[src/rtl/ffba_pkg.sv]
`timescale 1ns / 1ps
// ----------------------------------------------------------------------------
// ffba_pkg
// Shared types and codes for the first-fit byte allocator: request and
// result payloads, status codes and the controller/datapath interface.
// ----------------------------------------------------------------------------
package ffba_pkg;

  localparam int KIND_W   = 1;
  localparam int LEN_W    = 9;
  localparam int ADDR_FW  = 8;
  localparam int STATUS_W = 3;
  localparam int FREE_W   = 9;

  localparam logic [KIND_W-1:0] KIND_ALLOC = 1'b0;
  localparam logic [KIND_W-1:0] KIND_FREE  = 1'b1;

  localparam logic [STATUS_W-1:0] ST_OK         = 3'd0;
  localparam logic [STATUS_W-1:0] ST_NO_SPACE   = 3'd1;
  localparam logic [STATUS_W-1:0] ST_TABLE_FULL = 3'd2;
  localparam logic [STATUS_W-1:0] ST_UNKNOWN    = 3'd3;
  localparam logic [STATUS_W-1:0] ST_ZERO_LEN   = 3'd4;

  typedef struct packed {
    logic [KIND_W-1:0]  kind;
    logic [LEN_W-1:0]   length;
    logic [ADDR_FW-1:0] start_address;
  } ffba_in_t;

  typedef struct packed {
    logic [STATUS_W-1:0] status;
    logic [ADDR_FW-1:0]  granted_address;
    logic [FREE_W-1:0]   free_bytes;
  } ffba_out_t;

  // controller -> datapath
  typedef struct packed {
    logic                take;
    logic                clear;
    logic                slot_step;
    logic                scan_start;
    logic                scan_step;
    logic                mark_step;
    logic                look_start;
    logic                look_step;
    logic                release_step;
    logic                result_load;
    logic [STATUS_W-1:0] status;
  } ffba_cmd_t;

  // datapath -> controller
  typedef struct packed {
    logic              clear_last;
    logic [KIND_W-1:0] kind;
    logic              len_zero;
    logic              len_over;
    logic              slot_free;
    logic              slot_last;
    logic              scan_found;
    logic              scan_end;
    logic              look_hit;
    logic              look_end;
    logic              fill_last;
    logic              out_busy;
  } ffba_sts_t;

endpackage

[src/rtl/first_fit_byte_allocator.sv]
`timescale 1ns / 1ps
// ----------------------------------------------------------------------------
// first_fit_byte_allocator
// First-fit allocator over a pool of POOL_BYTES byte cells with a table of
// MAX_BLOCKS live runs. Requests come in on in_*, one result per request
// leaves on out_*. Both channels transfer when valid is high and stall low.
//
// Allocate (kind 0) searches the table for the lowest free entry (one entry
// a cycle), then scans the occupancy memory from cell 0, one cell a cycle,
// for the first run of the requested length, and marks that run one cell a
// cycle. Free (kind 1) looks up the table one entry a cycle, then clears the
// run one cell a cycle. The single-port occupancy memory sets the
// one-cell-per-cycle pace. One request is in work at a time.
//
// After reset the occupancy memory is cleared while in_stall is held
// high. A finished result sits in the output register; a new
// request is taken while it waits, and its own result is held back until
// the receiver takes the earlier one.
// ----------------------------------------------------------------------------
module first_fit_byte_allocator
  import ffba_pkg::*;
#(
  parameter int POOL_BYTES = 256,
  parameter int MAX_BLOCKS = 16
) (
  input  logic      clk,
  input  logic      rst_n,
  input  logic      in_valid,
  output logic      in_stall,
  input  ffba_in_t  in_data,
  output logic      out_valid,
  input  logic      out_stall,
  output ffba_out_t out_data
);

  ffba_cmd_t cmd;
  ffba_sts_t sts;

  ffba_ctrl u_ctrl (
    .clk      (clk),
    .rst_n    (rst_n),
    .in_valid (in_valid),
    .in_stall (in_stall),
    .sts      (sts),
    .cmd      (cmd)
  );

  ffba_dp #(
    .POOL_BYTES (POOL_BYTES),
    .MAX_BLOCKS (MAX_BLOCKS)
  ) u_dp (
    .clk       (clk),
    .rst_n     (rst_n),
    .in_data   (in_data),
    .cmd       (cmd),
    .sts       (sts),
    .out_valid (out_valid),
    .out_stall (out_stall),
    .out_data  (out_data)
  );

`ifndef SYNTH
  a_one_in_flight: assert property (@(posedge clk) disable iff (!rst_n)
    in_valid && !in_stall |=> in_stall)
    else $error("input transfer not followed by stall");

  a_load_when_free: assert property (@(posedge clk) disable iff (!rst_n)
    cmd.result_load |-> !(out_valid && out_stall))
    else $error("result loaded over a pending transfer");

  a_grant_only_ok: assert property (@(posedge clk) disable iff (!rst_n)
    out_valid && (out_data.status != ST_OK) |-> (out_data.granted_address == '0))
    else $error("granted address set on a failed request");

  a_no_mark_release: assert property (@(posedge clk) disable iff (!rst_n)
    cmd.mark_step |-> !cmd.release_step && !cmd.scan_step && !cmd.clear)
    else $error("conflicting occupancy memory commands");
`endif

endmodule

[src/rtl/ffba_ctrl.sv]
`timescale 1ns / 1ps
// ----------------------------------------------------------------------------
// ffba_ctrl
// Sequencer for the allocator: clearing pass, table slot search, first-fit
// scan, run marking, table lookup, run release and result hand-off.
// ----------------------------------------------------------------------------
module ffba_ctrl
  import ffba_pkg::*;
(
  input  logic      clk,
  input  logic      rst_n,
  input  logic      in_valid,
  output logic      in_stall,
  input  ffba_sts_t sts,
  output ffba_cmd_t cmd
);

  localparam logic [3:0] S_CLEAR   = 4'd0;
  localparam logic [3:0] S_IDLE    = 4'd1;
  localparam logic [3:0] S_DECODE  = 4'd2;
  localparam logic [3:0] S_SLOT    = 4'd3;
  localparam logic [3:0] S_SCAN    = 4'd4;
  localparam logic [3:0] S_MARK    = 4'd5;
  localparam logic [3:0] S_LOOK    = 4'd6;
  localparam logic [3:0] S_RELEASE = 4'd7;
  localparam logic [3:0] S_DONE    = 4'd8;

  logic [3:0]          state_r, state_nxt;
  logic [STATUS_W-1:0] status_r, status_nxt;

  assign in_stall = (state_r != S_IDLE);

  always_comb begin
    cmd        = '0;
    state_nxt  = state_r;
    status_nxt = status_r;
    case (state_r)
      S_CLEAR: begin
        cmd.clear = 1'b1;
        if (sts.clear_last) state_nxt = S_IDLE;
      end
      S_IDLE: begin
        if (in_valid) begin
          cmd.take  = 1'b1;
          state_nxt = S_DECODE;
        end
      end
      S_DECODE: begin
        if (sts.kind == KIND_FREE) begin
          cmd.look_start = 1'b1;
          state_nxt      = S_LOOK;
        end else if (sts.len_zero) begin
          status_nxt = ST_ZERO_LEN;
          state_nxt  = S_DONE;
        end else begin
          state_nxt = S_SLOT;
        end
      end
      S_SLOT: begin
        if (sts.slot_free) begin
          if (sts.len_over) begin
            status_nxt = ST_NO_SPACE;
            state_nxt  = S_DONE;
          end else begin
            cmd.scan_start = 1'b1;
            state_nxt      = S_SCAN;
          end
        end else if (sts.slot_last) begin
          status_nxt = ST_TABLE_FULL;
          state_nxt  = S_DONE;
        end else begin
          cmd.slot_step = 1'b1;
        end
      end
      S_SCAN: begin
        cmd.scan_step = 1'b1;
        if (sts.scan_found) begin
          state_nxt = S_MARK;
        end else if (sts.scan_end) begin
          status_nxt = ST_NO_SPACE;
          state_nxt  = S_DONE;
        end
      end
      S_MARK: begin
        cmd.mark_step = 1'b1;
        if (sts.fill_last) begin
          status_nxt = ST_OK;
          state_nxt  = S_DONE;
        end
      end
      S_LOOK: begin
        cmd.look_step = 1'b1;
        if (sts.look_hit) begin
          state_nxt = S_RELEASE;
        end else if (sts.look_end) begin
          status_nxt = ST_UNKNOWN;
          state_nxt  = S_DONE;
        end
      end
      S_RELEASE: begin
        cmd.release_step = 1'b1;
        if (sts.fill_last) begin
          status_nxt = ST_OK;
          state_nxt  = S_DONE;
        end
      end
      S_DONE: begin
        cmd.status = status_r;
        if (!sts.out_busy) begin
          cmd.result_load = 1'b1;
          state_nxt       = S_IDLE;
        end
      end
      default: begin
        state_nxt = S_IDLE;
      end
    endcase
  end

  always_ff @(posedge clk) begin
    if (!rst_n) begin
      state_r <= S_CLEAR;
    end else begin
      state_r <= state_nxt;
    end
  end

  always_ff @(posedge clk) begin
    status_r <= status_nxt;
  end

endmodule

[src/rtl/ffba_dp.sv]
`timescale 1ns / 1ps
// ----------------------------------------------------------------------------
// ffba_dp
// Allocator datapath: occupancy memory, block table memory with valid bits,
// scan and fill counters, free count and the result register.
// ----------------------------------------------------------------------------
module ffba_dp
  import ffba_pkg::*;
#(
  parameter int POOL_BYTES = 256,
  parameter int MAX_BLOCKS = 16
) (
  input  logic      clk,
  input  logic      rst_n,
  input  ffba_in_t  in_data,
  input  ffba_cmd_t cmd,
  output ffba_sts_t sts,
  output logic      out_valid,
  input  logic      out_stall,
  output ffba_out_t out_data
);

  localparam int ADDR_W = $clog2(POOL_BYTES);
  localparam int CNT_W  = $clog2(POOL_BYTES + 1);
  localparam int SLOT_W = $clog2(MAX_BLOCKS);
  localparam int LW     = (CNT_W > LEN_W) ? CNT_W : LEN_W;
  localparam int CMP_W  = (ADDR_W > ADDR_FW) ? ADDR_W : ADDR_FW;
  localparam int TBL_W  = ADDR_W + CNT_W;

  localparam logic [ADDR_W-1:0] LAST_CELL = ADDR_W'(POOL_BYTES - 1);
  localparam logic [SLOT_W-1:0] LAST_SLOT = SLOT_W'(MAX_BLOCKS - 1);

  logic [KIND_W-1:0]     kind_r, kind_nxt;
  logic [LW-1:0]         len_r, len_nxt;
  logic [ADDR_FW-1:0]    sa_r, sa_nxt;
  logic [ADDR_W-1:0]     cell_r, cell_nxt;
  logic [ADDR_W-1:0]     chk_cell_r, chk_cell_nxt;
  logic [ADDR_W-1:0]     pos_r, pos_nxt;
  logic [LW-1:0]         run_r, run_nxt;
  logic                  chk_v_r, chk_v_nxt;
  logic                  issue_done_r, issue_done_nxt;
  logic [SLOT_W-1:0]     slot_r, slot_nxt;
  logic [SLOT_W-1:0]     chk_slot_r, chk_slot_nxt;
  logic [MAX_BLOCKS-1:0] valid_r, valid_nxt;
  logic [CNT_W-1:0]      free_r, free_nxt;
  logic                  out_valid_r, out_valid_nxt;
  ffba_out_t             out_data_r, out_data_nxt;

  logic                  occ_mem [POOL_BYTES];
  logic                  occ_rd_r;
  logic [TBL_W-1:0]      tbl_mem [MAX_BLOCKS];
  logic [TBL_W-1:0]      tbl_rd_r;

  logic [ADDR_W-1:0]     tbl_start;
  logic [CNT_W-1:0]      tbl_len;
  logic [LW-1:0]         run_inc;
  logic [LW-1:0]         pos_calc;
  logic                  scan_found;
  logic                  scan_end;
  logic                  look_hit;
  logic                  look_end;
  logic                  fill_last;
  logic                  occ_we;
  logic [ADDR_FW-1:0]    granted;

  assign tbl_start  = tbl_rd_r[TBL_W-1 -: ADDR_W];
  assign tbl_len    = tbl_rd_r[CNT_W-1:0];
  assign run_inc    = run_r + LW'(1);
  // start of the run that ends at the cell just checked
  assign pos_calc   = LW'(chk_cell_r) + LW'(1) - len_r;
  assign scan_found = chk_v_r && !occ_rd_r && (run_inc == len_r);
  assign scan_end   = chk_v_r && (chk_cell_r == LAST_CELL) && !scan_found;
  assign look_hit   = chk_v_r && valid_r[chk_slot_r] &&
                      (CMP_W'(sa_r) == CMP_W'(tbl_start));
  assign look_end   = chk_v_r && (chk_slot_r == LAST_SLOT) && !look_hit;
  assign fill_last  = (run_inc == len_r);
  assign occ_we     = cmd.clear || cmd.mark_step || cmd.release_step;
  assign granted    = ((cmd.status == ST_OK) && (kind_r == KIND_ALLOC)) ?
                      ADDR_FW'(pos_r) : '0;

  always_comb begin
    kind_nxt       = kind_r;
    len_nxt        = len_r;
    sa_nxt         = sa_r;
    cell_nxt       = cell_r;
    chk_cell_nxt   = chk_cell_r;
    pos_nxt        = pos_r;
    run_nxt        = run_r;
    chk_v_nxt      = chk_v_r;
    issue_done_nxt = issue_done_r;
    slot_nxt       = slot_r;
    chk_slot_nxt   = chk_slot_r;
    valid_nxt      = valid_r;
    free_nxt       = free_r;
    out_valid_nxt  = out_valid_r;
    out_data_nxt   = out_data_r;

    if (cmd.take) begin
      kind_nxt = in_data.kind;
      len_nxt  = LW'(in_data.length);
      sa_nxt   = in_data.start_address;
      slot_nxt = '0;
    end

    if (cmd.clear) begin
      cell_nxt = (cell_r == LAST_CELL) ? '0 : cell_r + ADDR_W'(1);
    end

    if (cmd.slot_step) begin
      slot_nxt = slot_r + SLOT_W'(1);
    end

    if (cmd.scan_start) begin
      cell_nxt       = '0;
      run_nxt        = '0;
      chk_v_nxt      = 1'b0;
      issue_done_nxt = 1'b0;
    end

    if (cmd.look_start) begin
      slot_nxt       = '0;
      chk_v_nxt      = 1'b0;
      issue_done_nxt = 1'b0;
    end

    // read issued at cell_r, checked in the next cycle at chk_cell_r
    if (cmd.scan_step) begin
      chk_v_nxt    = !issue_done_r;
      chk_cell_nxt = cell_r;
      if (!issue_done_r) begin
        if (cell_r == LAST_CELL) begin
          issue_done_nxt = 1'b1;
        end else begin
          cell_nxt = cell_r + ADDR_W'(1);
        end
      end
      if (chk_v_r) begin
        run_nxt = occ_rd_r ? '0 : run_inc;
      end
      if (scan_found) begin
        pos_nxt  = pos_calc[ADDR_W-1:0];
        cell_nxt = pos_calc[ADDR_W-1:0];
        run_nxt  = '0;
      end
    end

    if (cmd.look_step) begin
      chk_v_nxt    = !issue_done_r;
      chk_slot_nxt = slot_r;
      if (!issue_done_r) begin
        if (slot_r == LAST_SLOT) begin
          issue_done_nxt = 1'b1;
        end else begin
          slot_nxt = slot_r + SLOT_W'(1);
        end
      end
      if (look_hit) begin
        slot_nxt = chk_slot_r;
        cell_nxt = tbl_start;
        len_nxt  = LW'(tbl_len);
        run_nxt  = '0;
      end
    end

    if (cmd.mark_step || cmd.release_step) begin
      cell_nxt = cell_r + ADDR_W'(1);
      run_nxt  = run_inc;
      if (fill_last) begin
        if (cmd.mark_step) begin
          valid_nxt[slot_r] = 1'b1;
          free_nxt          = free_r - CNT_W'(len_r);
        end else begin
          valid_nxt[slot_r] = 1'b0;
          free_nxt          = free_r + CNT_W'(len_r);
        end
      end
    end

    if (cmd.result_load) begin
      out_valid_nxt                = 1'b1;
      out_data_nxt.status          = cmd.status;
      out_data_nxt.granted_address = granted;
      out_data_nxt.free_bytes      = FREE_W'(free_r);
    end else if (!out_stall) begin
      out_valid_nxt = 1'b0;
    end
  end

  always_ff @(posedge clk) begin
    if (!rst_n) begin
      cell_r       <= '0;
      chk_v_r      <= 1'b0;
      issue_done_r <= 1'b0;
      valid_r      <= '0;
      free_r       <= CNT_W'(POOL_BYTES);
      out_valid_r  <= 1'b0;
    end else begin
      cell_r       <= cell_nxt;
      chk_v_r      <= chk_v_nxt;
      issue_done_r <= issue_done_nxt;
      valid_r      <= valid_nxt;
      free_r       <= free_nxt;
      out_valid_r  <= out_valid_nxt;
    end
  end

  always_ff @(posedge clk) begin
    kind_r     <= kind_nxt;
    len_r      <= len_nxt;
    sa_r       <= sa_nxt;
    chk_cell_r <= chk_cell_nxt;
    pos_r      <= pos_nxt;
    run_r      <= run_nxt;
    slot_r     <= slot_nxt;
    chk_slot_r <= chk_slot_nxt;
    out_data_r <= out_data_nxt;
  end

  // occupancy map: one write port, one registered read port
  always_ff @(posedge clk) begin
    if (occ_we) begin
      occ_mem[cell_r] <= cmd.mark_step;
    end
    occ_rd_r <= occ_mem[cell_r];
  end

  // block table: start and length per entry
  always_ff @(posedge clk) begin
    if (cmd.mark_step && fill_last) begin
      tbl_mem[slot_r] <= {pos_r, CNT_W'(len_r)};
    end
    tbl_rd_r <= tbl_mem[slot_r];
  end

  always_comb begin
    sts            = '0;
    sts.clear_last = (cell_r == LAST_CELL);
    sts.kind       = kind_r;
    sts.len_zero   = (len_r == '0);
    sts.len_over   = (len_r > LW'(POOL_BYTES));
    sts.slot_free  = !valid_r[slot_r];
    sts.slot_last  = (slot_r == LAST_SLOT);
    sts.scan_found = scan_found;
    sts.scan_end   = scan_end;
    sts.look_hit   = look_hit;
    sts.look_end   = look_end;
    sts.fill_last  = fill_last;
    sts.out_busy   = out_valid_r && out_stall;
  end

  assign out_valid = out_valid_r;
  assign out_data  = out_data_r;

endmodule

[config.mk]
export PLATFORM = sky130hd
export DESIGN_NAME = first_fit_byte_allocator
export DESIGN_NICKNAME = d
export VERILOG_FILES = /design/src/rtl/ffba_pkg.sv /design/src/rtl/first_fit_byte_allocator.sv /design/src/rtl/ffba_ctrl.sv /design/src/rtl/ffba_dp.sv
export SDC_FILE = /design/constraint.sdc
export NUM_CORES = 1
export LEC_CHECK = 0
export BUFFER_PORTS_ARGS = -buffer_cell sky130_fd_sc_hd__clkbuf_2
export CAP_MARGIN = 40
export CORE_MARGIN = 1.5
export CORE_UTILIZATION = 63
export CTS_CLUSTER_SIZE = 16
export DETAILED_ROUTE_END_ITERATION = 12
export GPL_ROUTABILITY_DRIVEN = 1
export HOLD_SLACK_MARGIN = 0.03
export PLACE_DENSITY = 0.81
export SYNTH_ARGS = -nofsm -noshare
export SYNTH_HDL_FRONTEND = slang
export SYNTH_SLANG_ARGS = --single-unit
[constraint.sdc]
create_clock -name clk -period 12.99 [get_ports clk]
set_input_delay 0.6495 -clock clk [delete_from_list [all_inputs] [get_ports clk]]
set_output_delay 0.6495 -clock clk [all_outputs]
set_load 0.03 [all_outputs]
Word-level counts from Yosys, hierarchy flattened
Memories as Yosys holds them, arrays and structs flattened. A register that Yosys moved wholly into a read port is not among the register bits.
Index checks and enable logic that the tools add are counted.
{"block": "op_classes", "addsub": 7, "eq_ne": 30, "magnitude_cmp": 4, "bitwise_logic": 4, "mux": 95, "n_reduce_logical": 29}
{"operator": "two-way mux 9 bit", "count": 12}
{"operator": "two-way mux 4 bit", "count": 21}
{"operator": "two-way mux 8 bit", "count": 10}
{"operator": "two-way mux 1 bit", "count": 35}
{"operator": "case mux 4 bit (8 select lines)", "count": 1}
{"operator": "two-way mux 3 bit", "count": 10}
{"operator": "adder 8 x 1 -> 8 bit, second input constant", "count": 2}
{"operator": "AND 16 bit", "count": 1}
{"operator": "equality test 4 x 3 -> 1 bit, second input constant", "count": 4}
{"operator": "equality test 8 bit, second input constant", "count": 2}
{"operator": "two-way mux 16 bit", "count": 1}
{"operator": "inverter 16 bit", "count": 1}
{"operator": "OR 16 bit", "count": 1}
{"operator": "case mux 3 bit (5 select lines)", "count": 1}
{"operator": "!= test 2 bit, second input constant", "count": 7}
{"operator": "equality test 4 bit, second input constant", "count": 3}
{"operator": "logical AND 1 bit", "count": 12}
{"operator": "< comparator 4 x 5 -> 1 bit, second input constant", "count": 2}
{"operator": "AND reduction 10 bit", "count": 1}
{"operator": "adder 9 x 1 -> 9 bit, second input constant", "count": 1}
{"operator": "adder 9 bit", "count": 1}
{"operator": "equality test 9 bit", "count": 1}
{"operator": "greater-than comparator 9 bit, second input constant", "count": 1}
{"operator": "logical NOT 9 bit", "count": 1}
{"operator": "25 further kinds", "count": 37}
{"block": "word_totals", "regBits": 114, "n_memories": 2, "mem_bits_rw": 528, "word_cells": 190, "output_inout_bits": 22}
{"name": "u_dp.tbl_mem", "words": 16, "width": 17, "read_ports": 1, "rd_ports_with_merged_regs": 1, "wr": 1, "line": "ffba_dp.sv:51", "rtl": "logic [TBL_W-1:0] tbl_mem [MAX_BLOCKS];"}
{"name": "u_dp.occ_mem", "words": 256, "width": 1, "read_ports": 1, "rd_ports_with_merged_regs": 1, "wr": 1, "line": "ffba_dp.sv:49", "rtl": "logic occ_mem [POOL_BYTES];"}

Logic depth before layout (Yosys ltp)
Gate-level depths: netlist of run 1.
{"block": "depth", "word_depth": 12, "depth_mapped": 14, "depth_no_buf": 14}

Hierarchy
From an unflattened synthesis of run 1, not the netlist that was laid out.
{"block": "unflattened", "hier_cells": 1891, "hier_area_um2": 28681.3}
{"mod": "ffba_dp", "n_inst": 1, "cells_each": 1811, "area_per_inst_um2": 28004.4}
{"mod": "ffba_ctrl", "n_inst": 1, "cells_each": 80, "area_per_inst_um2": 676.9}

Least setup slack after synthesis of run 1
No wires, ideal clock.
{"block": "synth_path", "kind": "register -> register", "startpoint": "register u_ctrl.state_r[0]", "endpoint": "register u_dp.free_r[8]", "required_ns": 12.861, "t_arrival_ns": 9.964, "slack_ns": 2.897, "setup_time_ns": 0.129, "stages_incl_launch_ff": 14, "n_path_buf": 0, "synth_period_minus_slack_ns": 10.093, "path_cell_list": "dfxtp_1 nor2b_1 nand2_1 nor2_1 mux2i_1 fa_1 a21o_1 a21oi_1 o21bai_1 a2111oi_0 nor3_1 xor2_1 a21oi_1 nand3b_1"}
{"item": "from (decl)", "line": "ffba_ctrl.sv:28", "rtl": "logic [3:0] state_r, state_nxt;"}
{"item": "from (signal assigned)", "line": "ffba_ctrl.sv:124", "rtl": "state_r <= state_nxt;"}
{"item": "to (signal assigned)", "line": "ffba_dp.sv:195", "rtl": "free_r <= CNT_W'(POOL_BYTES);"}
{"item": "to (signal assigned)", "line": "ffba_dp.sv:202", "rtl": "free_r <= free_nxt;"}
{"item": "to (decl)", "line": "ffba_dp.sv:45", "rtl": "logic [CNT_W-1:0] free_r, free_nxt;"}

==> impl_metrics.env, run 1 <==
export IMPL_root_buffer="clkbuf_16"
export IMPL_worst_setup_path_type="flip-flop to flip-flop"
export IMPL_regArea_sq_mm=0.0190
export IMPL_die_h_um=216
export IMPL_tightest_slew_ns=0.988
export IMPL_synth_distinct_cells=72
export IMPL_fin_setup_tns_ns=0
export IMPL_worstPathRequired_ns=13.43
export IMPL_power_frac_comb=0.017
export IMPL_final_common_cell="edfxtp_1"
export IMPL_htreeDepth=3
export IMPL_io_pins=44
export IMPL_ys_seq_area_frac=0.666
export IMPL_dp_hpwl_mm=42.4
export IMPL_synthToLayoutAreaGrowth_pct=11.5
export IMPL_antenna_found_initial=0
export IMPL_nNetsFinal=1994
export IMPL_skew_ns=0.0313
export IMPL_m1WireLength_mm=25.8
export IMPL_highest_signal_layer="met4"
export IMPL_relSlewSlack=0.335
export IMPL_fin_area_sq_mm=0.0318
export IMPL_fillers=2688
export IMPL_via_per_inst=6.89
export IMPL_ctsResizeCount=0
export IMPL_cts_path_max_buffers=3
export IMPL_ys_warnings_count=0
export IMPL_cp_max_fo=15
export IMPL_firstDrtPassIters=6
export IMPL_power_density_mw_per_mm2=132
export IMPL_dp_cells=2459
export IMPL_core_sq_mm=0.0445
export IMPL_drive_gt1_frac=0.197
export IMPL_cts_setup_buffers=0
export IMPL_num_vias=17700
export IMPL_final_setup_viol_count=0
export IMPL_syn_nets=1947
export IMPL_cts_buffers=66
export IMPL_grt_pass1_wl_mm=109
export IMPL_synth_edf_count=580
export IMPL_final_setup_worst_slack_ns=8.93
export IMPL_syn_inst=1890
export IMPL_die_area_sq_mm=0.0466
export IMPL_initial_core_util=0.641
export IMPL_netlist_area_sq_mm=0.0285
export IMPL_fin_crit_ns=4.06
export IMPL_n_antenna_cell=0
export IMPL_multi_input_area_sq_mm=0.00892
export IMPL_cts_tree="built"
export IMPL_final_cell_mix="580 x edfxtp_1, 325 x nor2_1, 166 x mux4_2"
export IMPL_drc=0
export IMPL_grt_overflow_total=0
export IMPL_placed_area_sq_mm=0.0297
export IMPL_wl_met2_mm=34.9
export IMPL_final_util=0.715
export IMPL_grt_pass1_vias=17600
export IMPL_intPower_w=0.00335
export IMPL_status="completed"
export IMPL_route_met3_wl_mm=7.97
export IMPL_switchingPower_w=0.000836
export IMPL_dp_slack_ns=8.98
export IMPL_num_rows=77
export IMPL_globalplace_congestion=0.939
export IMPL_synth_ff_type="edfxtp_1"
export IMPL_fmax_mhz=246
export IMPL_clk_pin_slew_ns=0.06
export IMPL_hp_class="input pin to flip-flop"
export IMPL_hold_buffers=0
export IMPL_worst_setup_path_end_kind="flip-flop"
export IMPL_critPathArrivalTime_ns=4.51
export IMPL_routedWlPerCell_um=27.9
export IMPL_synthArstFlopShare=0
export IMPL_syn_area_per_cell_sq_um=15.1
export IMPL_maxCapViolCount=0
export IMPL_grt_setup_unrepaired="false"
export IMPL_seq_power_share=0.545
export IMPL_instances_no_fill=2576
export IMPL_grt_usage=0.316
export IMPL_final_hold_viol_count=0
export IMPL_p_leak_nw=10.6
export IMPL_min_period_over_period=0.313
export IMPL_die_x_um=216
export IMPL_clockPowerShare=0.437
export IMPL_io_buffers=43
export IMPL_grt_max_degree=120
export IMPL_cp_start_kind="flip-flop"
export IMPL_ys_ff_latch=660
export IMPL_p_sw_frac=0.200
export IMPL_ir_drop_v=0.000117
export IMPL_first_iter_violations=2536
export IMPL_clock_latency_ns=0.60
export IMPL_numClockSinks=660
export IMPL_drv_slew=0
export IMPL_drtAntennaViolNets=0
export IMPL_wl_mm=71.9
[final cells by class]
type | count | share of cell area
multi-input cells | 1066 | 0.280
flip-flops and latches | 660 | 0.598
repair buffers | 102 | 0.0290
well taps | 592 | 0.0233
clock inverters | 25 | 0.00562
inverters | 41 | 0.00483
clock buffers | 90 | 0.0589
[cell families after synthesis]
family | synth area share
simple gates | 0.0930
compound gates | 0.0446
flops | 0.666
fa+ha+maj | 0.0159
buf+inv | 0.0228
mux | 0.143
xor+xnor | 0.0147
[cells in the mapped netlist, types with 7 or more instances]
cell	number	area, sq um
nand2b_1	7	43.8
edfxtp_1	580	17400
a21oi_1	58	290
nor2_1	338	1270
o21ai_0	31	155
dfxtp_1	80	1600
xnor2_1	28	245
mux2i_1	22	220
nand4_1	14	87.6
a21o_1	9	67.6
clkbuf_1	90	338
inv_1	39	146
nand2_1	72	270
mux4_2	166	3740
nor2b_1	27	169
ha_1	33	413
buf_1	22	82.6
nand3_1	60	300
xor2_1	20	175
and3_1	18	113
o22ai_1	10	62.6
nor3_1	21	105
buf_2	7	35.0
a31oi_1	17	106
[power groups by stage]
stage               Combinational (W)  Sequential, W  Clock (W)
floorplan                   0.0000522        0.00232          0
global placement            0.0000643        0.00233          0
detailed placement          0.0000700        0.00233          0
CTS                         0.0000711        0.00229    0.00185
global route                0.0000756        0.00228    0.00193
finish                      0.0000722        0.00229    0.00183
[registers in the layout, summed over array words and instances (netlist names), 9 cells and up, named ones only]
register,cells
u_dp.out_data,20
u_dp.tbl_mem,272
u_dp.run_r,9
u_dp.tbl_rd_r,17
u_dp.len_r,9
u_dp.occ_mem,256
u_dp.free_r,9
[per-layer routing]
layer / GRT usage / vias to the layer above
met3: 0.0657 / 236
met1: 0.428 / 8867
li1: - / 7321
met4: 0.132 / 0
met2: 0.505 / 1324
met5: 0 / -
[per-stage QoR]
| stage | power, W | hold WS (ns) |
|---|---|---|
| floorplan | 0.00237 | 0.406 |
| global placement | 0.00239 | 0.432 |
| detailed placement | 0.00240 | 0.430 |
| CTS | 0.00420 | 0.205 |
| global route | 0.00429 | 0.203 |
| finish | 0.00419 | 0.219 |
[worst max-delay path, cell delays in order, from the launching register on]
cell and delay (ns):
dfxtp_1 0.41, nor2b_1 0.36, nand2_1 0.49, nor2_4 0.44, mux2i_1 0.21, fa_1 0.48
a21o_1 0.19, a21oi_1 0.22, o21bai_1 0.11, a2111oi_0 0.40, nor3_1 0.13, xor2_1 0.20
a21oi_1 0.08, nand3b_1 0.17
[path summary, 6_finish.rpt]
path	from	end	slack [ns]	cells past startpoint
setup / recovery	u_ctrl.state_r[0]$_SDFFE_PN0P_	u_dp.free_r[8]$_SDFFE_PN1P_	8.93	13
hold reg to reg	u_dp.free_r[8]$_SDFFE_PN1P_	u_dp.out_data[8]$_DFFE_PP_	0.44	0
setup reg to reg	u_ctrl.state_r[0]$_SDFFE_PN0P_	u_dp.free_r[8]$_SDFFE_PN1P_	8.93	13
hold / removal	in_data[7]	u_dp.sa_r[7]$_DFFE_PP_	0.22	1
Power figures use the tool's default switching activity.
==> inputs of run 2 (changes only) <==
Settings changed: CORE_UTILIZATION 63 to 57, PLACE_DENSITY 0.81 to 0.77.
Clock period 12.99 ns to 3.4 ns, I/O delays scaled along.
==> run 2 against run 1 <==
  * Clock skew fell by 0.0014 ns
  * Combinational power rose to 4.4 times the previous value
  * Clock power rose to 4.2 times the previous value
  * Register-to-register slack got worse by 8.6 ns
  * Final area rose by 2.6%
  * Largest cell class unchanged
  * Die area rose by 10%
  * Via count fell by 1.7%
  * Final cell count rose by 6.1%
  * Fmax rose by 32%
  * Clock-buffer cell count fell by 5
  * Total power rose to 4.0 times the previous value
==> impl_metrics.env, run 2 (synthesis results as in run 1) <==
export IMPL_largest_register_ffs=272
export IMPL_critPathArrivalTime_ns=3.58
export IMPL_maxCapViolCount=0
export IMPL_power_w=0.0168
export IMPL_top_register="u_dp.tbl_mem"
export IMPL_first_iter_violations=2238
export IMPL_io_pins=44
export IMPL_numClockSinks=660
export IMPL_grt_setup_unrepaired="false"
export IMPL_worst_setup_path_end_kind="flip-flop"
export IMPL_drc=0
export IMPL_globalplace_congestion=0.901
export IMPL_whs_path_depth=2
export IMPL_skew_ns=0.0299
export IMPL_final_common_cell="edfxtp_1"
export IMPL_p_leak_nw=11.0
export IMPL_cts_buffers=68
export IMPL_wl_mm=69.9
export IMPL_io_buffers=43
export IMPL_clock_latency_ns=0.62
export IMPL_grt_max_degree=75
export IMPL_htreeDepth=3
export IMPL_num_rows=81
export IMPL_dp_slack_ns=0.291
export IMPL_drv_slew=0
export IMPL_final_cell_mix="580 x edfxtp_1, 325 x nor2_1, 166 x mux4_2"
export IMPL_fmax_mhz=325
export IMPL_die_h_um=227
export IMPL_status="completed"
export IMPL_drive_gt1_frac=0.224
export IMPL_num_vias=17500
export IMPL_firstDrtPassIters=6
export IMPL_reg2reg_from="u_dp.slot_r[2]$_DFF_P_"
export IMPL_clk_pin_slew_ns=0.06
export IMPL_worst_setup_path_type="flip-flop to flip-flop"
export IMPL_grt_pass1_vias=17100
export IMPL_tightest_slew_ns=0.866
export IMPL_final_hold_viol_count=0
export IMPL_ff2ff_setup_slack_ns=0.32
export IMPL_min_period_over_period=0.905
export IMPL_drtAntennaViolNets=0
export IMPL_die_area_sq_mm=0.0514
export IMPL_min_to="u_dp.sa_r[7]$_DFFE_PP_"
export IMPL_dp_hpwl_mm=43.3
export IMPL_grt_usage=0.281
export IMPL_final_setup_worst_slack_ns=0.322
export IMPL_holdCritStartpoint="in_data[7]"
export IMPL_relSlewSlack=0.422
export IMPL_r2r_cells=8
export IMPL_core_sq_mm=0.0492
export IMPL_grt_overflow_total=0
export IMPL_fin_crit_ns=3.08
export IMPL_cts_tree="built"
export IMPL_final_setup_viol_count=0
export IMPL_root_buffer="clkbuf_16"
export IMPL_worstPathRequired_ns=3.90
export IMPL_cp_max_fo=13
export IMPL_cp_start_kind="flip-flop"
export IMPL_initial_core_util=0.581
export IMPL_ir_drop_v=0.000400
export IMPL_nNetsFinal=2072
export IMPL_via_per_inst=6.39
export IMPL_hp_class="input pin to flip-flop"
export IMPL_power_density_mw_per_mm2=513
export IMPL_ctsResizeCount=0
export IMPL_die_x_um=227
export IMPL_cts_path_max_buffers=3
export IMPL_antenna_found_initial=1
export IMPL_worst_r2r_endpoint="u_dp.cell_r[5]$_SDFF_PN0_"
export IMPL_grt_pass1_wl_mm=106
export IMPL_synthToLayoutAreaGrowth_pct=14.5
export IMPL_routedWlPerCell_um=25.6
==> run 2: cell types whose count changed in the layout (fill, tap and decap cells not counted), moves of 4 or more <==
cell           delta
buf_12            +6
buf_4            +77
buf_6             -7
buf_8            -18
bufinv_16         +9
clkbuf_8          -5
clkinv_1          -5
clkinv_2          +4
dlygate4sd3_1    +21
==> run 2: how the worst max path moves through the flow <==
stage,from,end,slack (ns)
after global routing,u_dp.len_r[4]$_DFF_P_,u_dp.cell_r[5]$_SDFF_PN0_,0.08
final,u_dp.slot_r[2]$_DFF_P_,u_dp.cell_r[5]$_SDFF_PN0_,0.32
after detailed placement,u_dp.run_r[0]$_DFF_P_,u_dp.tbl_mem[9][15]$_DFFE_PP_,0.29
after CTS,u_dp.run_r[0]$_DFF_P_,u_dp.tbl_mem[2][10]$_DFFE_PP_,0.24
after global placement,u_dp.run_r[0]$_DFF_P_,u_dp.tbl_mem[0][10]$_DFFE_PP_,0.41
after floorplan,u_ctrl.state_r[0]$_SDFFE_PN0P_,u_dp.free_r[8]$_SDFFE_PN1P_,-1.75
==> run 2: where the power goes <==
| group | switching [W] | internal [W] |
|---|---|---|
| Sequential | 0.0000307 | 0.00869 |
| Combinational | 0.000170 | 0.000144 |
| Clock | 0.00310 | 0.00463 |
==> run 2: stage by stage <==
stage	util	hold slack [ns]	std cells	cell area (sq um)	TNS, ns
6_report	0.665	0.275	2732	32700	0
5_1_grt	0.665	0.272	2732	32700	0
4_1_cts	0.664	0.241	2728	32600	0
3_5_place_dp	0.613	0.349	2585	30100	0
3_3_place_gp	0.612	0.347	2582	30100	0
2_1_floorplan	-	0.269	1890	28600	-26.64
==> run 2: cell type report <==
class,count,area (sq um)
Clock buffer,85,1810
Timing Repair Buffer,178,1400
Sequential cell,660,19000
Antenna cell,1,2.50
Tap cell,664,831
Fill cell,3261,16500
Clock inverter,37,497
Inverter,41,154
Multi-Input combinational cell,1066,8950
==> run 2: routing by layer <==
metal	GRT usage	vias up	share of wire
met4	0.112	0	0.038
met2	0.451	938	0.49
met1	0.387	8870	0.39
met5	0	-	0
met3	0.0464	149	0.085
li1	-	7495	-
==> run 2: what timing repair did <==
item / in CTS / in global routing
endpoints found under the setup margin: 0 / 2
buffers inserted: 0 / 3
hold endpoints to repair: 23 / 0
hold buffers: 21 / 0
==> run 2: worst max-delay path: stages, from the launching register on <==
cell	delay, ns
dfxtp_2	0.48
mux4_1	0.61
mux4_2	0.51
or3_1	0.53
and2_4	0.30
o211a_1	0.12
a211o_1	0.27
o211ai_2	0.08
a21boi_2	0.07
==> inputs of run 3 (changes only) <==
Settings changed: REMOVE_ABC_BUFFERS set to 1.
==> run 3 against run 2 <==
  * Total power down 1.1%
  * Worst setup slack worse by 0.029 ns
  * Utilization down 0.19 points
  * Highest routed layer unchanged
==> impl_metrics.env, run 3 (synthesis results as in run 1) <==
export IMPL_drtAntennaViolNets=0
export IMPL_status="completed"
export IMPL_grt_overflow_total=0
export IMPL_num_rows=81
export IMPL_num_vias=17500
export IMPL_worstPathRequired_ns=3.72
export IMPL_fin_crit_ns=3.11
export IMPL_drv_slew=0
export IMPL_switchingPower_w=0.00333
export IMPL_largest_register_ffs=272
export IMPL_n_antenna_cell=0
export IMPL_hp_class="input pin to flip-flop"
export IMPL_grt_setup_unrepaired="false"
export IMPL_r2r_cells=7
export IMPL_via_per_inst=6.41
export IMPL_htreeDepth=3
export IMPL_routedWlPerCell_um=25.1
export IMPL_globalplace_congestion=0.889
export IMPL_skew_ns=0.0334
export IMPL_antenna_found_initial=0
export IMPL_seq_power_share=0.526
export IMPL_clk_pin_slew_ns=0.06
export IMPL_synthToLayoutAreaGrowth_pct=14.1
export IMPL_worst_r2r_endpoint="u_ctrl.status_r[1]$_DFFE_PP_"
export IMPL_core_sq_mm=0.0492
export IMPL_fin_area_sq_mm=0.0326
export IMPL_fmax_mhz=322
export IMPL_grt_max_degree=257
export IMPL_root_buffer="clkbuf_16"
export IMPL_initial_core_util=0.581
export IMPL_reg2reg_from="u_dp.chk_slot_r[2]$_DFFE_PP_"
export IMPL_numClockSinks=660
export IMPL_die_area_sq_mm=0.0514
export IMPL_clockPowerShare=0.455
export IMPL_final_cell_mix="580 x edfxtp_1, 325 x nor2_1, 166 x mux4_2"
export IMPL_power_density_mw_per_mm2=509
export IMPL_top_register="u_dp.tbl_mem"
export IMPL_maxCapViolCount=0
export IMPL_drive_gt1_frac=0.219
export IMPL_grt_pass1_wl_mm=103
export IMPL_worst_setup_path_type="flip-flop to flip-flop"
export IMPL_cts_path_max_buffers=3
export IMPL_final_setup_viol_count=0
export IMPL_tightest_slew_ns=1.16
export IMPL_grt_pass1_vias=17100
export IMPL_placed_area_sq_mm=0.0301
export IMPL_clock_latency_ns=0.62
export IMPL_worst_setup_path_end_kind="flip-flop"
export IMPL_cp_start_kind="flip-flop"
export IMPL_startpoint="u_dp.chk_slot_r[2]$_DFFE_PP_"
export IMPL_ff2ff_setup_slack_ns=0.29
export IMPL_p_leak_nw=11.0
export IMPL_intPower_w=0.0133
export IMPL_min_period_over_period=0.914
export IMPL_final_util=0.663
export IMPL_drc=0
export IMPL_timing_critical_path_to="u_ctrl.status_r[1]$_DFFE_PP_"
export IMPL_wl_mm=68.6
export IMPL_cp_max_fo=12
export IMPL_nNetsFinal=2072
export IMPL_cts_buffers=70
export IMPL_die_x_um=227
export IMPL_power_frac_comb=0.019
export IMPL_firstDrtPassIters=5
export IMPL_dp_hpwl_mm=42.6
export IMPL_io_buffers=43
export IMPL_io_pins=44
export IMPL_die_h_um=227
export IMPL_critPathArrivalTime_ns=3.42
export IMPL_final_common_cell="edfxtp_1"
export IMPL_ir_drop_v=0.000366
export IMPL_relSlewSlack=0.228
export IMPL_first_iter_violations=2239
export IMPL_grt_usage=0.273
export IMPL_cts_tree="built"
export IMPL_p_sw_frac=0.201
export IMPL_final_hold_viol_count=0
==> run 3: cell count changes in the layout (fill, tap and decap cells not counted), moves of 2 or more <==
cell,delta
bufinv_16,-5
clkbuf_1,+11
clkbuf_16,+3
clkinv_1,-2
clkinv_8,+2
inv_6,-2
o21ai_0,+2
o21ai_1,-2
==> run 3: how the worst min path moves through the flow <==
| stage | start | end | slack, ns | depth (start not counted) |
|---|---|---|---|---|
| final | rst_n | flip-flop | 0.11 | 2 |
| after global routing | rst_n | flip-flop | 0.1 | 2 |
| after CTS | rst_n | flip-flop | 0.06 | 3 |
| after detailed placement | in_data[17] | u_dp.kind_r$_DFFE_PP_ | 0.36 | 1 |
| after global placement | in_data[17] | u_dp.kind_r$_DFFE_PP_ | 0.35 | 1 |
| after floorplan | rst_n | u_dp.free_r[8]$_SDFFE_PN1P_ | 0.26 | 1 |
==> run 3: final cells by class <==
class / instances / area [sq um]
multi-input combinational: 1066 / 8930
clock buffer: 98 / 1910
fill: 3271 / 16600
timing repair buffer: 176 / 1360
sequential: 660 / 19000
clock inverter: 30 / 364
tap: 664 / 831
inverter: 41 / 154
==> run 3: what timing repair did <==
| item | in CTS | in global routing |
|---|---|---|
| resized for setup | 0 | 1 |
| endpoints found under the setup margin | 0 | 121 |
| hold buffers | 20 | 0 |
| endpoints found under the hold margin | 29 | 0 |
| setup buffers | 0 | 2 |
==> run 3: per-stage QoR <==
stage | TNS [ns] | cells | setup slack [ns] | power [W] | hold WS (ns)
3_3_place_gp | 0 | 2585 | 0.292 | 0.00918 | 0.353
6_report | 0 | 2735 | 0.293 | 0.0166 | 0.111
3_5_place_dp | 0 | 2585 | 0.211 | 0.00919 | 0.365
2_1_floorplan | -2009.56 | 1767 | -6.94 | 0.00907 | 0.256
5_1_grt | 0 | 2735 | 0.0444 | 0.0170 | 0.0990
4_1_cts | 0 | 2733 | 0.125 | 0.0167 | 0.0606
==> run 3: power by group through the flow <==
stage / clock, W / sequential [W] / combinational [W]
2_1_floorplan: 0 / 0.00892 / 0.000147
3_3_place_gp: 0 / 0.00889 / 0.000293
3_5_place_dp: 0 / 0.00889 / 0.000298
4_1_cts: 0.00762 / 0.00872 / 0.000318
5_1_grt: 0.00791 / 0.00872 / 0.000334
6_report: 0.00754 / 0.00872 / 0.000318
==> run 3: per-layer routing <==
layer	global-route usage	wire length (um)	vias to the layer above
met5	0	0	-
li1	-	-	7485
met1	0.391	28100	8969
met2	0.430	32700	945
met4	0.0871	1910	0
met3	0.0461	5800	139
==> run 3: critical path: stages (launching register included) <==
cell and delay (ns):
edfxtp_1 0.52, mux4_2 0.55, mux4_2 0.51, nand4b_2 0.12
or2_2 0.33, o21ai_0 0.22, nor4_1 0.36, buf_4 0.20
